## src/sv/sttk_pkg.sv

```systemverilog
`timescale 1ns / 1ps
// Shared types, constants and helper functions for the source text tokenizer.
// No dependencies; all other source files but sttk_if refer to this package by scoped names.
package sttk_pkg;

   localparam int MaxTokenChars = 255;
   localparam int CountW        = $clog2(MaxTokenChars + 1);
   localparam int LenMax        = 255;
   localparam int KwCount       = 7;
   localparam int RspDepth      = 4;
   localparam int RspPtrW       = $clog2(RspDepth);
   localparam int RspCntW       = $clog2(RspDepth + 1);

   // scan modes
   localparam logic [2:0] ModeIdle    = 3'd0;
   localparam logic [2:0] ModeSlash   = 3'd1;
   localparam logic [2:0] ModeComment = 3'd2;
   localparam logic [2:0] ModeIdent   = 3'd3;
   localparam logic [2:0] ModeNumber  = 3'd4;
   localparam logic [2:0] ModeString  = 3'd5;

   // token classes
   localparam logic [2:0] ClsEof     = 3'd0;
   localparam logic [2:0] ClsKeyword = 3'd1;
   localparam logic [2:0] ClsIdent   = 3'd2;
   localparam logic [2:0] ClsNumber  = 3'd3;
   localparam logic [2:0] ClsString  = 3'd4;
   localparam logic [2:0] ClsSymbol  = 3'd5;

   localparam logic [2:0] KwNone = 3'd0;

   localparam logic [7:0] ChEnd        = 8'h00;
   localparam logic [7:0] ChNewline    = 8'h0A;
   localparam logic [7:0] ChQuote      = 8'h22;
   localparam logic [7:0] ChSlash      = 8'h2F;
   localparam logic [7:0] ChUnderscore = 8'h5F;

   typedef struct packed {
      logic       has_char;
      logic [7:0] value_char;
      logic       token_end;
      logic [2:0] token_class;
      logic [2:0] keyword_id;
      logic [7:0] value_length;
      logic       truncated;
      logic       last_of_run;
   } rsp_type;

   // up to two results produced by one byte, in delivery order
   typedef struct packed {
      logic [1:0] count;
      rsp_type    first;
      rsp_type    second;
   } push_type;

   function automatic logic is_space(input logic [7:0] c);
      return (c == 8'h20) || (c >= 8'h09 && c <= 8'h0D);
   endfunction

   function automatic logic is_alpha(input logic [7:0] c);
      return (c >= 8'h41 && c <= 8'h5A) || (c >= 8'h61 && c <= 8'h7A);
   endfunction

   function automatic logic is_digit(input logic [7:0] c);
      return c >= 8'h30 && c <= 8'h39;
   endfunction

   // character pos of keyword k (k = keyword_id - 1), first character at pos 0
   function automatic logic [7:0] kw_char(input logic [2:0] k, input logic [2:0] pos);
      logic [47:0] text;
      int          idx;
      unique case (k)
         3'd0:    text = {"fn", 32'h0};
         3'd1:    text = {"let", 24'h0};
         3'd2:    text = {"int", 24'h0};
         3'd3:    text = {"str", 24'h0};
         3'd4:    text = "return";
         3'd5:    text = {"if", 32'h0};
         3'd6:    text = {"while", 8'h0};
         default: text = '0;
      endcase
      if (pos > 3'd5) return 8'h00;
      idx = 5 - int'(pos);
      return text[idx*8 +: 8];
   endfunction

   function automatic logic [2:0] kw_len(input logic [2:0] k);
      unique case (k)
         3'd0:    return 3'd2;
         3'd1:    return 3'd3;
         3'd2:    return 3'd3;
         3'd3:    return 3'd3;
         3'd4:    return 3'd6;
         3'd5:    return 3'd2;
         3'd6:    return 3'd5;
         default: return 3'd0;
      endcase
   endfunction

   function automatic logic [7:0] sat_len(input logic [CountW-1:0] n);
      if (int'(n) > LenMax) return 8'(LenMax);
      return 8'(n);
   endfunction

   function automatic rsp_type mk_char(input logic [7:0] c);
      rsp_type r;
      r            = '0;
      r.has_char   = 1'b1;
      r.value_char = c;
      return r;
   endfunction

   function automatic rsp_type mk_end(input logic [2:0] cls, input logic [2:0] kw,
                                      input logic [7:0] len, input logic trunc);
      rsp_type r;
      r              = '0;
      r.token_end    = 1'b1;
      r.token_class  = cls;
      r.keyword_id   = kw;
      r.value_length = len;
      r.truncated    = trunc;
      return r;
   endfunction

   function automatic rsp_type mk_symbol(input logic [7:0] c);
      rsp_type r;
      r              = '0;
      r.has_char     = 1'b1;
      r.value_char   = c;
      r.token_end    = 1'b1;
      r.token_class  = ClsSymbol;
      r.value_length = 8'd1;
      return r;
   endfunction

endpackage

```

## src/sv/sttk_if.sv

```systemverilog
`timescale 1ns / 1ps
// Valid/ready channel interfaces for the tokenizer's byte input and result output.
// Depends on nothing; the result fields match sttk_pkg::rsp_type.
interface sttk_req_if;
   logic       valid;
   logic       ready;
   logic [7:0] ch;

   modport source (output valid, output ch, input ready);
   modport sink   (input valid, input ch, output ready);
endinterface

interface sttk_rsp_if;
   logic       valid;
   logic       ready;
   logic       has_char;
   logic [7:0] value_char;
   logic       token_end;
   logic [2:0] token_class;
   logic [2:0] keyword_id;
   logic [7:0] value_length;
   logic       truncated;
   logic       last_of_run;

   modport source (output valid, output has_char, output value_char, output token_end,
                   output token_class, output keyword_id, output value_length,
                   output truncated, output last_of_run, input ready);
   modport sink   (input valid, input has_char, input value_char, input token_end,
                   input token_class, input keyword_id, input value_length,
                   input truncated, input last_of_run, output ready);
endinterface

```

## src/sv/sttk_scan.sv

```systemverilog
`timescale 1ns / 1ps
// Input byte register and scanner: mode update, keyword match, result generation.
// Depends on sttk_pkg and sttk_req_if.
module sttk_scan (
   input  logic                   clock,
   input  logic                   reset,
   sttk_req_if.sink               req_chan,
   input  logic                   room,
   output sttk_pkg::push_type     push
);

   logic                          pend_ff, pend_in;
   logic [7:0]                    ch_ff, ch_in;
   logic [2:0]                    mode_ff, mode_in;
   logic [sttk_pkg::KwCount-1:0]  cand_ff, cand_in;
   logic [sttk_pkg::CountW-1:0]   count_ff, count_in;
   logic                          ovf_ff, ovf_in;

   logic                          process;
   logic                          accept;
   logic [7:0]                    c;

   // handle-as-idle path
   logic [2:0]                    idle_mode;
   logic [sttk_pkg::KwCount-1:0]  idle_cand;
   logic [sttk_pkg::CountW-1:0]   idle_count;
   logic                          idle_ovf;
   logic                          idle_v;
   sttk_pkg::rsp_type             idle_r;

   // append path
   logic                          app_full;
   logic [sttk_pkg::KwCount-1:0]  app_cand;

   // token close path
   logic [2:0]                    fin_kw;
   sttk_pkg::rsp_type             fin_ident_r;

   logic                          pre_v, sec_v, use_idle;
   sttk_pkg::rsp_type             pre_r, sec_r;

   assign c       = ch_ff;
   assign process = pend_ff && room;
   assign req_chan.ready = !pend_ff || room;
   assign accept  = req_chan.valid && req_chan.ready;

   always_comb begin
      pend_in = pend_ff;
      ch_in   = ch_ff;
      if (accept) begin
         pend_in = 1'b1;
         ch_in   = req_chan.ch;
      end else if (process) begin
         pend_in = 1'b0;
      end
   end

   always_comb begin
      idle_mode  = sttk_pkg::ModeIdle;
      idle_cand  = cand_ff;
      idle_count = count_ff;
      idle_ovf   = ovf_ff;
      idle_v     = 1'b0;
      idle_r     = '0;
      if (c == sttk_pkg::ChEnd) begin
         idle_v = 1'b1;
         idle_r = sttk_pkg::mk_end(sttk_pkg::ClsEof, sttk_pkg::KwNone, 8'd0, 1'b0);
      end else if (sttk_pkg::is_space(c)) begin
         idle_mode = sttk_pkg::ModeIdle;
      end else if (c == sttk_pkg::ChSlash) begin
         idle_mode = sttk_pkg::ModeSlash;
      end else if (sttk_pkg::is_alpha(c) || c == sttk_pkg::ChUnderscore) begin
         idle_mode  = sttk_pkg::ModeIdent;
         idle_count = sttk_pkg::CountW'(1);
         idle_ovf   = 1'b0;
         for (int k = 0; k < sttk_pkg::KwCount; k++) begin
            idle_cand[k] = sttk_pkg::kw_char(3'(k), 3'd0) == c;
         end
         idle_v = 1'b1;
         idle_r = sttk_pkg::mk_char(c);
      end else if (sttk_pkg::is_digit(c)) begin
         idle_mode  = sttk_pkg::ModeNumber;
         idle_count = sttk_pkg::CountW'(1);
         idle_ovf   = 1'b0;
         idle_cand  = '0;
         idle_v     = 1'b1;
         idle_r     = sttk_pkg::mk_char(c);
      end else if (c == sttk_pkg::ChQuote) begin
         idle_mode  = sttk_pkg::ModeString;
         idle_count = '0;
         idle_ovf   = 1'b0;
         idle_cand  = '0;
      end else begin
         idle_v = 1'b1;
         idle_r = sttk_pkg::mk_symbol(c);
      end
   end

   always_comb begin
      app_full = count_ff >= sttk_pkg::CountW'(sttk_pkg::MaxTokenChars);
      for (int k = 0; k < sttk_pkg::KwCount; k++) begin
         app_cand[k] = cand_ff[k]
                       && (count_ff < sttk_pkg::CountW'(sttk_pkg::kw_len(3'(k))))
                       && (sttk_pkg::kw_char(3'(k), count_ff[2:0]) == c);
      end
   end

   always_comb begin
      fin_kw = sttk_pkg::KwNone;
      for (int k = 0; k < sttk_pkg::KwCount; k++) begin
         if (cand_ff[k] && sttk_pkg::CountW'(sttk_pkg::kw_len(3'(k))) == count_ff) begin
            fin_kw = 3'(k + 1);
         end
      end
      if (!ovf_ff && fin_kw != sttk_pkg::KwNone) begin
         fin_ident_r = sttk_pkg::mk_end(sttk_pkg::ClsKeyword, fin_kw,
                                        sttk_pkg::sat_len(count_ff), 1'b0);
      end else begin
         fin_ident_r = sttk_pkg::mk_end(sttk_pkg::ClsIdent, sttk_pkg::KwNone,
                                        sttk_pkg::sat_len(count_ff), ovf_ff);
      end
   end

   always_comb begin
      mode_in  = mode_ff;
      cand_in  = cand_ff;
      count_in = count_ff;
      ovf_in   = ovf_ff;
      pre_v    = 1'b0;
      pre_r    = '0;
      sec_v    = 1'b0;
      sec_r    = '0;
      use_idle = 1'b0;
      unique case (mode_ff)
         sttk_pkg::ModeSlash: begin
            if (c == sttk_pkg::ChSlash) begin
               mode_in = sttk_pkg::ModeComment;
            end else begin
               pre_v    = 1'b1;
               pre_r    = sttk_pkg::mk_symbol(sttk_pkg::ChSlash);
               use_idle = 1'b1;
            end
         end
         sttk_pkg::ModeComment: begin
            if (c == sttk_pkg::ChEnd) begin
               pre_v   = 1'b1;
               pre_r   = sttk_pkg::mk_end(sttk_pkg::ClsEof, sttk_pkg::KwNone, 8'd0, 1'b0);
               mode_in = sttk_pkg::ModeIdle;
            end else if (c == sttk_pkg::ChNewline) begin
               mode_in = sttk_pkg::ModeIdle;
            end
         end
         sttk_pkg::ModeIdent: begin
            if (sttk_pkg::is_alpha(c) || sttk_pkg::is_digit(c)
                || c == sttk_pkg::ChUnderscore) begin
               if (app_full) begin
                  ovf_in = 1'b1;
               end else begin
                  pre_v    = 1'b1;
                  pre_r    = sttk_pkg::mk_char(c);
                  count_in = count_ff + sttk_pkg::CountW'(1);
                  cand_in  = app_cand;
               end
            end else begin
               pre_v    = 1'b1;
               pre_r    = fin_ident_r;
               use_idle = 1'b1;
            end
         end
         sttk_pkg::ModeNumber: begin
            if (sttk_pkg::is_digit(c)) begin
               if (app_full) begin
                  ovf_in = 1'b1;
               end else begin
                  pre_v    = 1'b1;
                  pre_r    = sttk_pkg::mk_char(c);
                  count_in = count_ff + sttk_pkg::CountW'(1);
               end
            end else begin
               pre_v    = 1'b1;
               pre_r    = sttk_pkg::mk_end(sttk_pkg::ClsNumber, sttk_pkg::KwNone,
                                           sttk_pkg::sat_len(count_ff), ovf_ff);
               use_idle = 1'b1;
            end
         end
         sttk_pkg::ModeString: begin
            if (c == sttk_pkg::ChQuote || c == sttk_pkg::ChEnd) begin
               pre_v   = 1'b1;
               pre_r   = sttk_pkg::mk_end(sttk_pkg::ClsString, sttk_pkg::KwNone,
                                          sttk_pkg::sat_len(count_ff), ovf_ff);
               mode_in = sttk_pkg::ModeIdle;
               // unterminated string: end of text closes it, then eof follows
               if (c == sttk_pkg::ChEnd) begin
                  sec_v = 1'b1;
                  sec_r = sttk_pkg::mk_end(sttk_pkg::ClsEof, sttk_pkg::KwNone, 8'd0, 1'b0);
               end
            end else if (app_full) begin
               ovf_in = 1'b1;
            end else begin
               pre_v    = 1'b1;
               pre_r    = sttk_pkg::mk_char(c);
               count_in = count_ff + sttk_pkg::CountW'(1);
            end
         end
         default: begin
            use_idle = 1'b1;
         end
      endcase
      if (use_idle) begin
         mode_in  = idle_mode;
         cand_in  = idle_cand;
         count_in = idle_count;
         ovf_in   = idle_ovf;
         sec_v    = idle_v;
         sec_r    = idle_r;
      end
   end

   // pack results to the front and flag the last one
   always_comb begin
      push = '0;
      if (process) begin
         if (pre_v) begin
            push.first  = pre_r;
            push.second = sec_r;
            push.count  = sec_v ? 2'd2 : 2'd1;
         end else begin
            push.first  = sec_r;
            push.count  = sec_v ? 2'd1 : 2'd0;
         end
         if (push.count == 2'd2) begin
            push.second.last_of_run = 1'b1;
         end else begin
            push.first.last_of_run = 1'b1;
         end
      end
   end

   always_ff @(posedge clock) begin
      if (reset) begin
         pend_ff  <= 1'b0;
         mode_ff  <= sttk_pkg::ModeIdle;
         cand_ff  <= '0;
         count_ff <= '0;
         ovf_ff   <= 1'b0;
      end else begin
         pend_ff <= pend_in;
         if (process) begin
            mode_ff  <= mode_in;
            cand_ff  <= cand_in;
            count_ff <= count_in;
            ovf_ff   <= ovf_in;
         end
      end
   end

   always_ff @(posedge clock) begin
      ch_ff <= ch_in;
   end

   a_count_limit: assert property (@(posedge clock) disable iff (reset)
      count_ff <= sttk_pkg::CountW'(sttk_pkg::MaxTokenChars))
      else $error("token character count beyond limit");

   a_last_flag: assert property (@(posedge clock) disable iff (reset)
      push.count == 2'd2 |-> push.second.last_of_run && !push.first.last_of_run)
      else $error("last_of_run on wrong result of a pair");

   a_comment_silent: assert property (@(posedge clock) disable iff (reset)
      process && mode_ff == sttk_pkg::ModeComment && c != sttk_pkg::ChEnd
      |-> push.count == 2'd0)
      else $error("result produced inside a line comment");

   a_no_work_when_full: assert property (@(posedge clock) disable iff (reset)
      pend_ff && !room |=> pend_ff && $stable(ch_ff))
      else $error("held byte lost while queue was full");

endmodule

```

## src/sv/sttk_rsp_fifo.sv

```systemverilog
`timescale 1ns / 1ps
// Result queue: takes up to two results per cycle and hands them out one per transfer.
// Depends on sttk_pkg and sttk_rsp_if.
module sttk_rsp_fifo (
   input  logic                clock,
   input  logic                reset,
   input  sttk_pkg::push_type  push,
   output logic                room,
   sttk_rsp_if.source          rsp_chan
);

   sttk_pkg::rsp_type                  mem_ff [sttk_pkg::RspDepth];
   logic [sttk_pkg::RspPtrW-1:0]       wr_ptr_ff, wr_ptr_in;
   logic [sttk_pkg::RspPtrW-1:0]       rd_ptr_ff, rd_ptr_in;
   logic [sttk_pkg::RspCntW-1:0]       count_ff, count_in;
   logic [sttk_pkg::RspPtrW-1:0]       wr_next;
   logic                               pop;
   sttk_pkg::rsp_type                  head;

   // two free slots guarantee any byte's results fit
   assign room    = count_ff <= sttk_pkg::RspCntW'(sttk_pkg::RspDepth - 2);
   assign wr_next = wr_ptr_ff + sttk_pkg::RspPtrW'(1);
   assign head    = mem_ff[rd_ptr_ff];

   assign rsp_chan.valid        = count_ff != '0;
   assign pop                   = rsp_chan.valid && rsp_chan.ready;
   assign rsp_chan.has_char     = head.has_char;
   assign rsp_chan.value_char   = head.value_char;
   assign rsp_chan.token_end    = head.token_end;
   assign rsp_chan.token_class  = head.token_class;
   assign rsp_chan.keyword_id   = head.keyword_id;
   assign rsp_chan.value_length = head.value_length;
   assign rsp_chan.truncated    = head.truncated;
   assign rsp_chan.last_of_run  = head.last_of_run;

   always_comb begin
      wr_ptr_in = wr_ptr_ff + sttk_pkg::RspPtrW'(push.count);
      rd_ptr_in = rd_ptr_ff + sttk_pkg::RspPtrW'(pop);
      count_in  = count_ff + sttk_pkg::RspCntW'(push.count) - sttk_pkg::RspCntW'(pop);
   end

   always_ff @(posedge clock) begin
      if (reset) begin
         wr_ptr_ff <= '0;
         rd_ptr_ff <= '0;
         count_ff  <= '0;
      end else begin
         wr_ptr_ff <= wr_ptr_in;
         rd_ptr_ff <= rd_ptr_in;
         count_ff  <= count_in;
      end
   end

   always_ff @(posedge clock) begin
      if (push.count != 2'd0) begin
         mem_ff[wr_ptr_ff] <= push.first;
      end
      if (push.count == 2'd2) begin
         mem_ff[wr_next] <= push.second;
      end
   end

   a_count_bound: assert property (@(posedge clock) disable iff (reset)
      count_ff <= sttk_pkg::RspCntW'(sttk_pkg::RspDepth))
      else $error("result queue overfilled");

   a_push_fits: assert property (@(posedge clock) disable iff (reset)
      push.count != 2'd0 |-> room)
      else $error("results pushed without two free slots");

   a_ptr_gap: assert property (@(posedge clock) disable iff (reset)
      count_ff != sttk_pkg::RspCntW'(sttk_pkg::RspDepth)
      |-> sttk_pkg::RspPtrW'(wr_ptr_ff - rd_ptr_ff) == count_ff[sttk_pkg::RspPtrW-1:0])
      else $error("queue pointers disagree with fill count");

endmodule

```

## src/sv/source_text_tokenizer.sv

```systemverilog
`timescale 1ns / 1ps
// Top level of the streaming source text tokenizer.
// Depends on sttk_pkg, sttk_if, sttk_scan and sttk_rsp_fifo.
//
// Usage:
//   req_chan carries one source byte per transfer (ch); a zero byte ends the
//   text. rsp_chan carries the results: token characters as they arrive, end
//   markers with class, keyword id, length and truncation flag, and an eof
//   marker. last_of_run marks the last result caused by a byte.
//   A byte is captured in an input register, scanned once the queue has room, and
//   its zero, one or two results are written into a four-entry result queue.
//   A byte's first result is registered in the queue when the byte is scanned;
//   with the queue empty it is offered on rsp_chan in the next cycle.
//   Throughput: one byte per cycle while the receiver keeps up and the queue
//   has room; the result port delivers one result per cycle, so a byte that
//   gives two results needs a transfer for each.
//   A byte is scanned only when the queue has two free entries; when the
//   receiver stalls the queue fills, the byte waits in the input register
//   and req_chan.ready drops. No result is lost or repeated.
//   Synchronous reset empties the queue and input register and returns the
//   scanner to idle between tokens; no clearing pass is needed.
module source_text_tokenizer (
   input  logic         clock,
   input  logic         reset,
   sttk_req_if.sink     req_chan,
   sttk_rsp_if.source   rsp_chan
);

   sttk_pkg::push_type  push;
   logic                room;

   sttk_scan u_scan (
      .clock    (clock),
      .reset    (reset),
      .req_chan (req_chan),
      .room     (room),
      .push     (push)
   );

   sttk_rsp_fifo u_fifo (
      .clock    (clock),
      .reset    (reset),
      .push     (push),
      .room     (room),
      .rsp_chan (rsp_chan)
   );

endmodule

```

## src/flat_wrapper.sv

```systemverilog
// flat-port wrapper written by rule: the top's interface ports become plain ports
module source_text_tokenizer_flat 
  (clock, reset, req_chan_valid, req_chan_ch, req_chan_ready, rsp_chan_valid, rsp_chan_has_char, rsp_chan_value_char, rsp_chan_token_end, rsp_chan_token_class, rsp_chan_keyword_id, rsp_chan_value_length, rsp_chan_truncated, rsp_chan_last_of_run, rsp_chan_ready);
  sttk_req_if req_chan_i ();
  sttk_rsp_if rsp_chan_i ();
  input  logic clock;
  input  logic reset;
  input wire logic [$bits(req_chan_i.valid)-1:0] req_chan_valid;
  input wire logic [$bits(req_chan_i.ch)-1:0] req_chan_ch;
  output wire logic [$bits(req_chan_i.ready)-1:0] req_chan_ready;
  output wire logic [$bits(rsp_chan_i.valid)-1:0] rsp_chan_valid;
  output wire logic [$bits(rsp_chan_i.has_char)-1:0] rsp_chan_has_char;
  output wire logic [$bits(rsp_chan_i.value_char)-1:0] rsp_chan_value_char;
  output wire logic [$bits(rsp_chan_i.token_end)-1:0] rsp_chan_token_end;
  output wire logic [$bits(rsp_chan_i.token_class)-1:0] rsp_chan_token_class;
  output wire logic [$bits(rsp_chan_i.keyword_id)-1:0] rsp_chan_keyword_id;
  output wire logic [$bits(rsp_chan_i.value_length)-1:0] rsp_chan_value_length;
  output wire logic [$bits(rsp_chan_i.truncated)-1:0] rsp_chan_truncated;
  output wire logic [$bits(rsp_chan_i.last_of_run)-1:0] rsp_chan_last_of_run;
  input wire logic [$bits(rsp_chan_i.ready)-1:0] rsp_chan_ready;
  assign req_chan_i.valid = req_chan_valid;
  assign req_chan_i.ch = req_chan_ch;
  assign req_chan_ready = req_chan_i.ready;
  assign rsp_chan_valid = rsp_chan_i.valid;
  assign rsp_chan_has_char = rsp_chan_i.has_char;
  assign rsp_chan_value_char = rsp_chan_i.value_char;
  assign rsp_chan_token_end = rsp_chan_i.token_end;
  assign rsp_chan_token_class = rsp_chan_i.token_class;
  assign rsp_chan_keyword_id = rsp_chan_i.keyword_id;
  assign rsp_chan_value_length = rsp_chan_i.value_length;
  assign rsp_chan_truncated = rsp_chan_i.truncated;
  assign rsp_chan_last_of_run = rsp_chan_i.last_of_run;
  assign rsp_chan_i.ready = rsp_chan_ready;
  source_text_tokenizer u_core (.clock(clock), .reset(reset), .req_chan(req_chan_i), .rsp_chan(rsp_chan_i));
endmodule
```

## config.mk

```make
export PLATFORM = sky130hd
export DESIGN_NAME = source_text_tokenizer_flat
export DESIGN_NICKNAME = d
export VERILOG_FILES = /design/src/sv/sttk_pkg.sv /design/src/sv/sttk_if.sv /design/src/sv/sttk_scan.sv /design/src/sv/sttk_rsp_fifo.sv /design/src/sv/source_text_tokenizer.sv /design/src/flat_wrapper.sv
export SDC_FILE = /design/constraint.sdc
export NUM_CORES = 1
export LEC_CHECK = 0
export BUFFER_PORTS_ARGS = -buffer_cell sky130_fd_sc_hd__clkbuf_2
export CORE_MARGIN = 2
export CORE_UTILIZATION = 45
export DETAILED_ROUTE_END_ITERATION = 10
export PLACE_DENSITY = 0.68
export RECOVER_POWER = 25
export SYNTH_ARGS = -nofsm -noshare
export SYNTH_HDL_FRONTEND = slang
export SYNTH_SLANG_ARGS = --single-unit
```

## constraint.sdc

```tcl
create_clock -name clock -period 5.8 [get_ports clock]
set_clock_uncertainty 0.05 [all_clocks]
set_input_delay 0 -clock clock [delete_from_list [all_inputs] [get_ports clock]]
set_output_delay 0 -clock clock [all_outputs]
set_load 0.02 [all_outputs]
```

# Yosys cells after proc, flatten, opt, wreduce, memory -nomap -nowiden
# Memories as Yosys holds them, arrays and structs flattened. A register that Yosys moved wholly into a read port is not among the register bits.
# Index checks and enable logic that the tools add are counted.
# Widths: inputs -> output; s select.
# op_classes
n_addsub	7
reduce_logical	51
eq_ne	41
n_mux	141
order_cmp	15
n_shift	7
# op_table
op	n
$mux 48	28
$mux 26	13
$shiftx 48x7->8 const A	7
$mux 8	19
$pmux 26 s5	1
$eq 8x8->1	14
$mux 7	10
$mux 28	2
$mux 54	1
$mux 17	3
$mux 3	17
$mux 1	39
$logic_and 1x1->1	29
$eq 8x6->1 const B	3
$pmux 8 s3	1
$eq 2x8->1 const A	2
$eq 3x8->1 const A	2
$ge 8x7->1 const B	2
$le 8x7->1 const B	2
$lt 8x2->1 const B	2
$lt 8x3->1 const B	2
$mux 15	1
$ne 3x3->1 const B	5
$pmux 3 s3	1
38 further kinds	56
# word_totals
n_memories	1
word_cells	272
mem_bits_rw	104
regBits	35
# memory_table
name	words	width	rd	rd_clocked_by_memory_dff	wr	line_no	text
u_core.u_fifo.mem_ff	4	26	1	1	2	sttk_rsp_fifo.sv:12	sttk_pkg::rsp_type mem_ff [sttk_pkg::RspDepth];

# Longest topological paths before layout
# logic_depth
word_depth	22
depth_mapped	16

# Cells and area by module
# From an unflattened synthesis, not the netlist that was laid out.
# unflattened
cells_unflattened	755
area_unflattened_um2	8913.5
# by_module_without_submodules
module	seq_area_each_um2	cells_per_inst	area_each_um2	n_inst
sttk_rsp_fifo	3263.1	299	5571.6	1
sttk_scan	640.6	456	3342.0	1

# Worst setup path after synthesis
# Ideal clock, no wire load.
# synth_timing
path_type	reg2reg
from	register u_core.u_scan.ch_ff[1] (netlist: u_core.u_scan.c[1])
to	memory u_core.u_fifo.mem_ff[0][0] in the netlist's numbering (enable)
path_slack_ps	1415
path_stages_with_launch	15
arrival_ps	3981
path_buffers	5
setup_time_ps	354
path_cell_list	edfxtp_1 > buf_4 > or4_1 > nor2_1 > a311oi_2 > o21a_1 > buf_2 > clkbuf_1 > a211oi_1 > ha_1 > buf_2 > nor3_1 > nor2_1 > clkbuf_1 > inv_1
# synth_rtl
element	line_no	text
start: declaration	sttk_scan.sv:13	logic [7:0] ch_ff, ch_in;
start signal: assignment	sttk_scan.sv:258	ch_ff <= ch_in;
end: declaration	sttk_rsp_fifo.sv:12	

==> summary.md <==
| Metric | Value |
|---|---|
| Status | finished, violations left |
| Failing checks | capacitance limit, slew limit |
| Worst skew pair latency | 430 ps |
| CP Data Arrival Time | 5260 ps |
| Worst EP required | 5790 ps |
| Most frequent cell after synthesis | dfxtp_1 |
| Die W | 137 µm |
| Num CTS Buffers | 17 |
| CP startpoint kind | flop |
| DP Worst Slack | 659 ps |
| Drt wl/cell | 20.5 µm |
| Pin count of the biggest net entering global routing | 28 |
| GPL Wtd Cong | 0.960 |
| Setup bufs post-CTS | 0 |
| Final period util | 0.909 |
| Final hold viol count | 0 |
| ANT cells | 0 |
| Sequential cell fraction of total power | 0.413 |
| CTS tree | done |
| Maximum vdd drop | ~240 µV |
| Final net count | between 800 and 900 |
| DP HPWL | about 15 mm |
| Clk root buf | clkbuf_16 |
| Die ar. | approximately 19000 µm² |
| Synth Area per Inst | 10.1 µm² |
| Asr flop ratio synth | 0 |
| Logic pwr share | 0.191 |
| P&R area growth vs syn | 12.3% |
| Layout cell share with drive strength beyond 1 | 0.134 |
| Htree depth | 4 |
| Max-Cap Viols | 1 |
| Synth Register Bits | between 100 and 150 |
| Setup slack after layout | 531 ps |
| Cell Rows | 48 |
| Int Pwr | 0.00197 W |
| Starting density of the core | 0.459 |
| Via density | between 6 and 7 |
| Endpoints failing setup | 0 |
| Crit-path max cell delay | between 800 and 900 ps |
| Vias in the first global route | 6323 |
| Clk buf depth | 2 |
| Number of flops mapped to enable cells by yosys | 64 |
| Final TNS setup | 0 ps |
| Max-slew violation count | 28 |
| Synth cell types | 78 |
| Switch Pwr | about 0.00085 W |
| Drt total wl | between 20 and 25 mm |
| Post-route ant nets | 0 |
| Synthesized cell area | approximately 7900 µm² |
| Rel. slew slack | -0.205 |
| Grt met2 use | 0.383 |
| Syn nets | 821 |
| DRT Pass-1 Iters | 7 |
| CP Class | flop to flop |
| Hold WC Path Type | primary input to flop |
| Cells taking the most area after synthesis | edfxtp_1, dfxtp_1, mux4_2, a22o_1, nor2_1 |
| WP buf/inv | 2 |
| Syn Inst Count | 790 |
| Setup repair after global routing missed its margin | false |
| CTS resizes | 0 |
| Global-route usage over all layers | 0.238 |
| Clock sink total | approximately 140 |
| Die height | around 140 µm |
| Most frequent cells after synthesis | dfxtp_1, nor2_1, edfxtp_1 |
| Seq/Total Area, Yosys | 0.431 |
| Via count | 6666 |
| PortBufs | 39 |
| Final Hold Slack | 5.83 ps |
| First-pass GRT wire length | ~34 mm |
| Synth top area share | 0.242 |
| Global route hottest layer | met2 |
| I/O pins | 40 |
| Gr ovfl total | 0 |
| Fillers | roughly 1600 |
| Crit-path slowest cell | a311oi_1 |
| Switch share | 0.301 |
| M3 GR Usage | 0.0422 |
| Fin crit period | 5270 ps |
| Main synth FF type | dfxtp_1 |
| CP delay by family, top | compound AO/OA/AOI/OAI gates |
| Power per cell area | approximately 320 nW/µm² |
| Worst-path clk slew | 60 ps |
| Slew @ Worst Pin | 1810 ps |
| CORE AREA | 17300 µm² |
| Crit end category | flop |
| CP Cell Sequence | inv_1 -> a311o_1 -> a311oi_1 -> o21a_1 -> a211oi_1 -> ha_1 -> o21ai_1 -> nor2_1 -> nor2_1 -> inv_1 |
| Cts hold-fix bufs | 9 |
| Leakage | between 2 and 3 nW |
| Ys Warns | 0 |
| Violation count after the first detailed-route iteration | 746 |
| Critical path peak fanout | 14 |
| GR Util met1 | 0.324 |
| Fmax | 0.190 GHz |
| Number of remaining DRC errors | 0 |
| Clock power frac | 0.397 |
| Largest area contributor in the netlist | edfxtp_1 |
| Antenna violations before repair | 0 |
## path summary, 6_finish.rpt
path,from,to,slack [ps],cells after the start
worst max-delay path,u_core.u_scan.c[6]$_DFFE_PP_,u_core.u_fifo.mem_ff[3][17]$_DFFE_PP_,530,10
worst min register to register,u_core.u_fifo.mem_ff[1][14]$_SDFFE_PP0P_,u_core.u_fifo.mem_ff[1][14]$_SDFFE_PP0P_,410,2
worst min-delay path,rsp_chan_ready,u_core.u_fifo.rd_ptr_ff[0]$_SDFF_PP0_,6,4
worst max register to register,u_core.u_scan.c[6]$_DFFE_PP_,u_core.u_fifo.mem_ff[3][17]$_DFFE_PP_,530,10
## per-layer routing
layer,up-vias,part of all wire
met2,294,0.47
met5,-,0
met1,3225,0.44
li1,3096,-
met4,0,0.025
met3,51,0.070
## stage by stage
step                total power (W)  cell area [µm²]  cells   util
global route                0.00293             8930   1051  0.516
finish                      0.00282             8930   1051  0.516
global placement            0.00172             8290   1010  0.479
CTS                         0.00284             8980   1051  0.519
detailed placement          0.00173             8290   1010  0.479
floorplan                   0.00158             7950    790      -
## logic make-up (layout without fill, tap and decap cells)
group                      after synthesis  after routing  synth area share
muxes                                   32             32            0.0814
xor gates and xnor gates                18             18            0.0198
AOI/OAI and AO/OA                      230            230             0.214
buffers and inverters                   85            121            0.0458
DFF                                    139            139             0.431
adders and majority gates               19             19            0.0309
and+or+nand+nor                        267            267             0.178
## flip-flops by register name, indices dropped and copies added, names as in the netlist
| register | flops |
|---|---|
| u_core.u_scan.cand_ff | 7 |
| u_core.u_fifo.mem_ff | 104 |
| u_core.u_scan.c | 8 |
| u_core.u_fifo.count_ff | 3 |
| u_core.u_scan.pend_ff | 1 |
| u_core.u_scan.count_ff | 8 |
| u_core.u_fifo.rd_ptr_ff | 2 |
| u_core.u_scan.mode_ff | 3 |
| u_core.u_scan.ovf_ff | 1 |
| u_core.u_fifo.wr_ptr_ff | 2 |
## cell usage in the layout, fill, tap and decap left out, types with 5 or more instances in the layout
master         Yosys  final
ha_1              18     18
o211ai_1           5      5
and2_1             6      5
a211oi_1          23     23
dlygate4sd3_1      0      9
xor2_1             5      5
buf_4              3     18
nor2b_1            9      9
mux2i_1            5      5
nand3_1           31     31
edfxtp_1          64     64
or3_1             10     10
nand2_1           58     58
mux4_2            26     26
nor2_1            66     66
a32o_1            14     14
a31oi_1            9      9
clkbuf_16          0     17
a21oi_1           27     27
clkbuf_2           0     10
xnor2_1           13     13
nor4_1             8      8
o22ai_1           14     14
o31ai_1            6      6
inv_1             21     21
o21ai_0           43     44
nor3_1            21     21
a311oi_1           4      5
nand4_1           11     11
o21ai_1           10      9
and3_1             5      5
nand2b_1           8      8
dfxtp_1           75     75
a22o_1            36     36
clkbuf_1          42     33
## power by group through the flow
stage | Clock, W | Combinational [W] | Sequential (W)
after CTS | 0.00113 | 0.000547 | 0.00117
after floorplan | 0 | 0.000471 | 0.00111
after detailed placement | 0 | 0.000540 | 0.00119
after global routing | 0.00117 | 0.000586 | 0.00118
after global placement | 0 | 0.000534 | 0.00118
final | 0.00112 | 0.000537 | 0.00116
## tightest hold or removal path, stage by stage
cell and delay [ps]:
clkbuf_2 70, and2_1 140, ha_1 120, nor2b_1 100
## final cells by class
type                       count  area (µm²)  share of cell area
multi-input combinational    566        4150               0.465
sequential                   139        3420               0.383
clock buffer                  19         433              0.0485
timing repair buffer          68         392              0.0439
tap                          225         282              0.0315
clock inverter                13         166              0.0186
inverter                      21        78.8             0.00883
No activity file was read; power rests on OpenSTA's default activity.
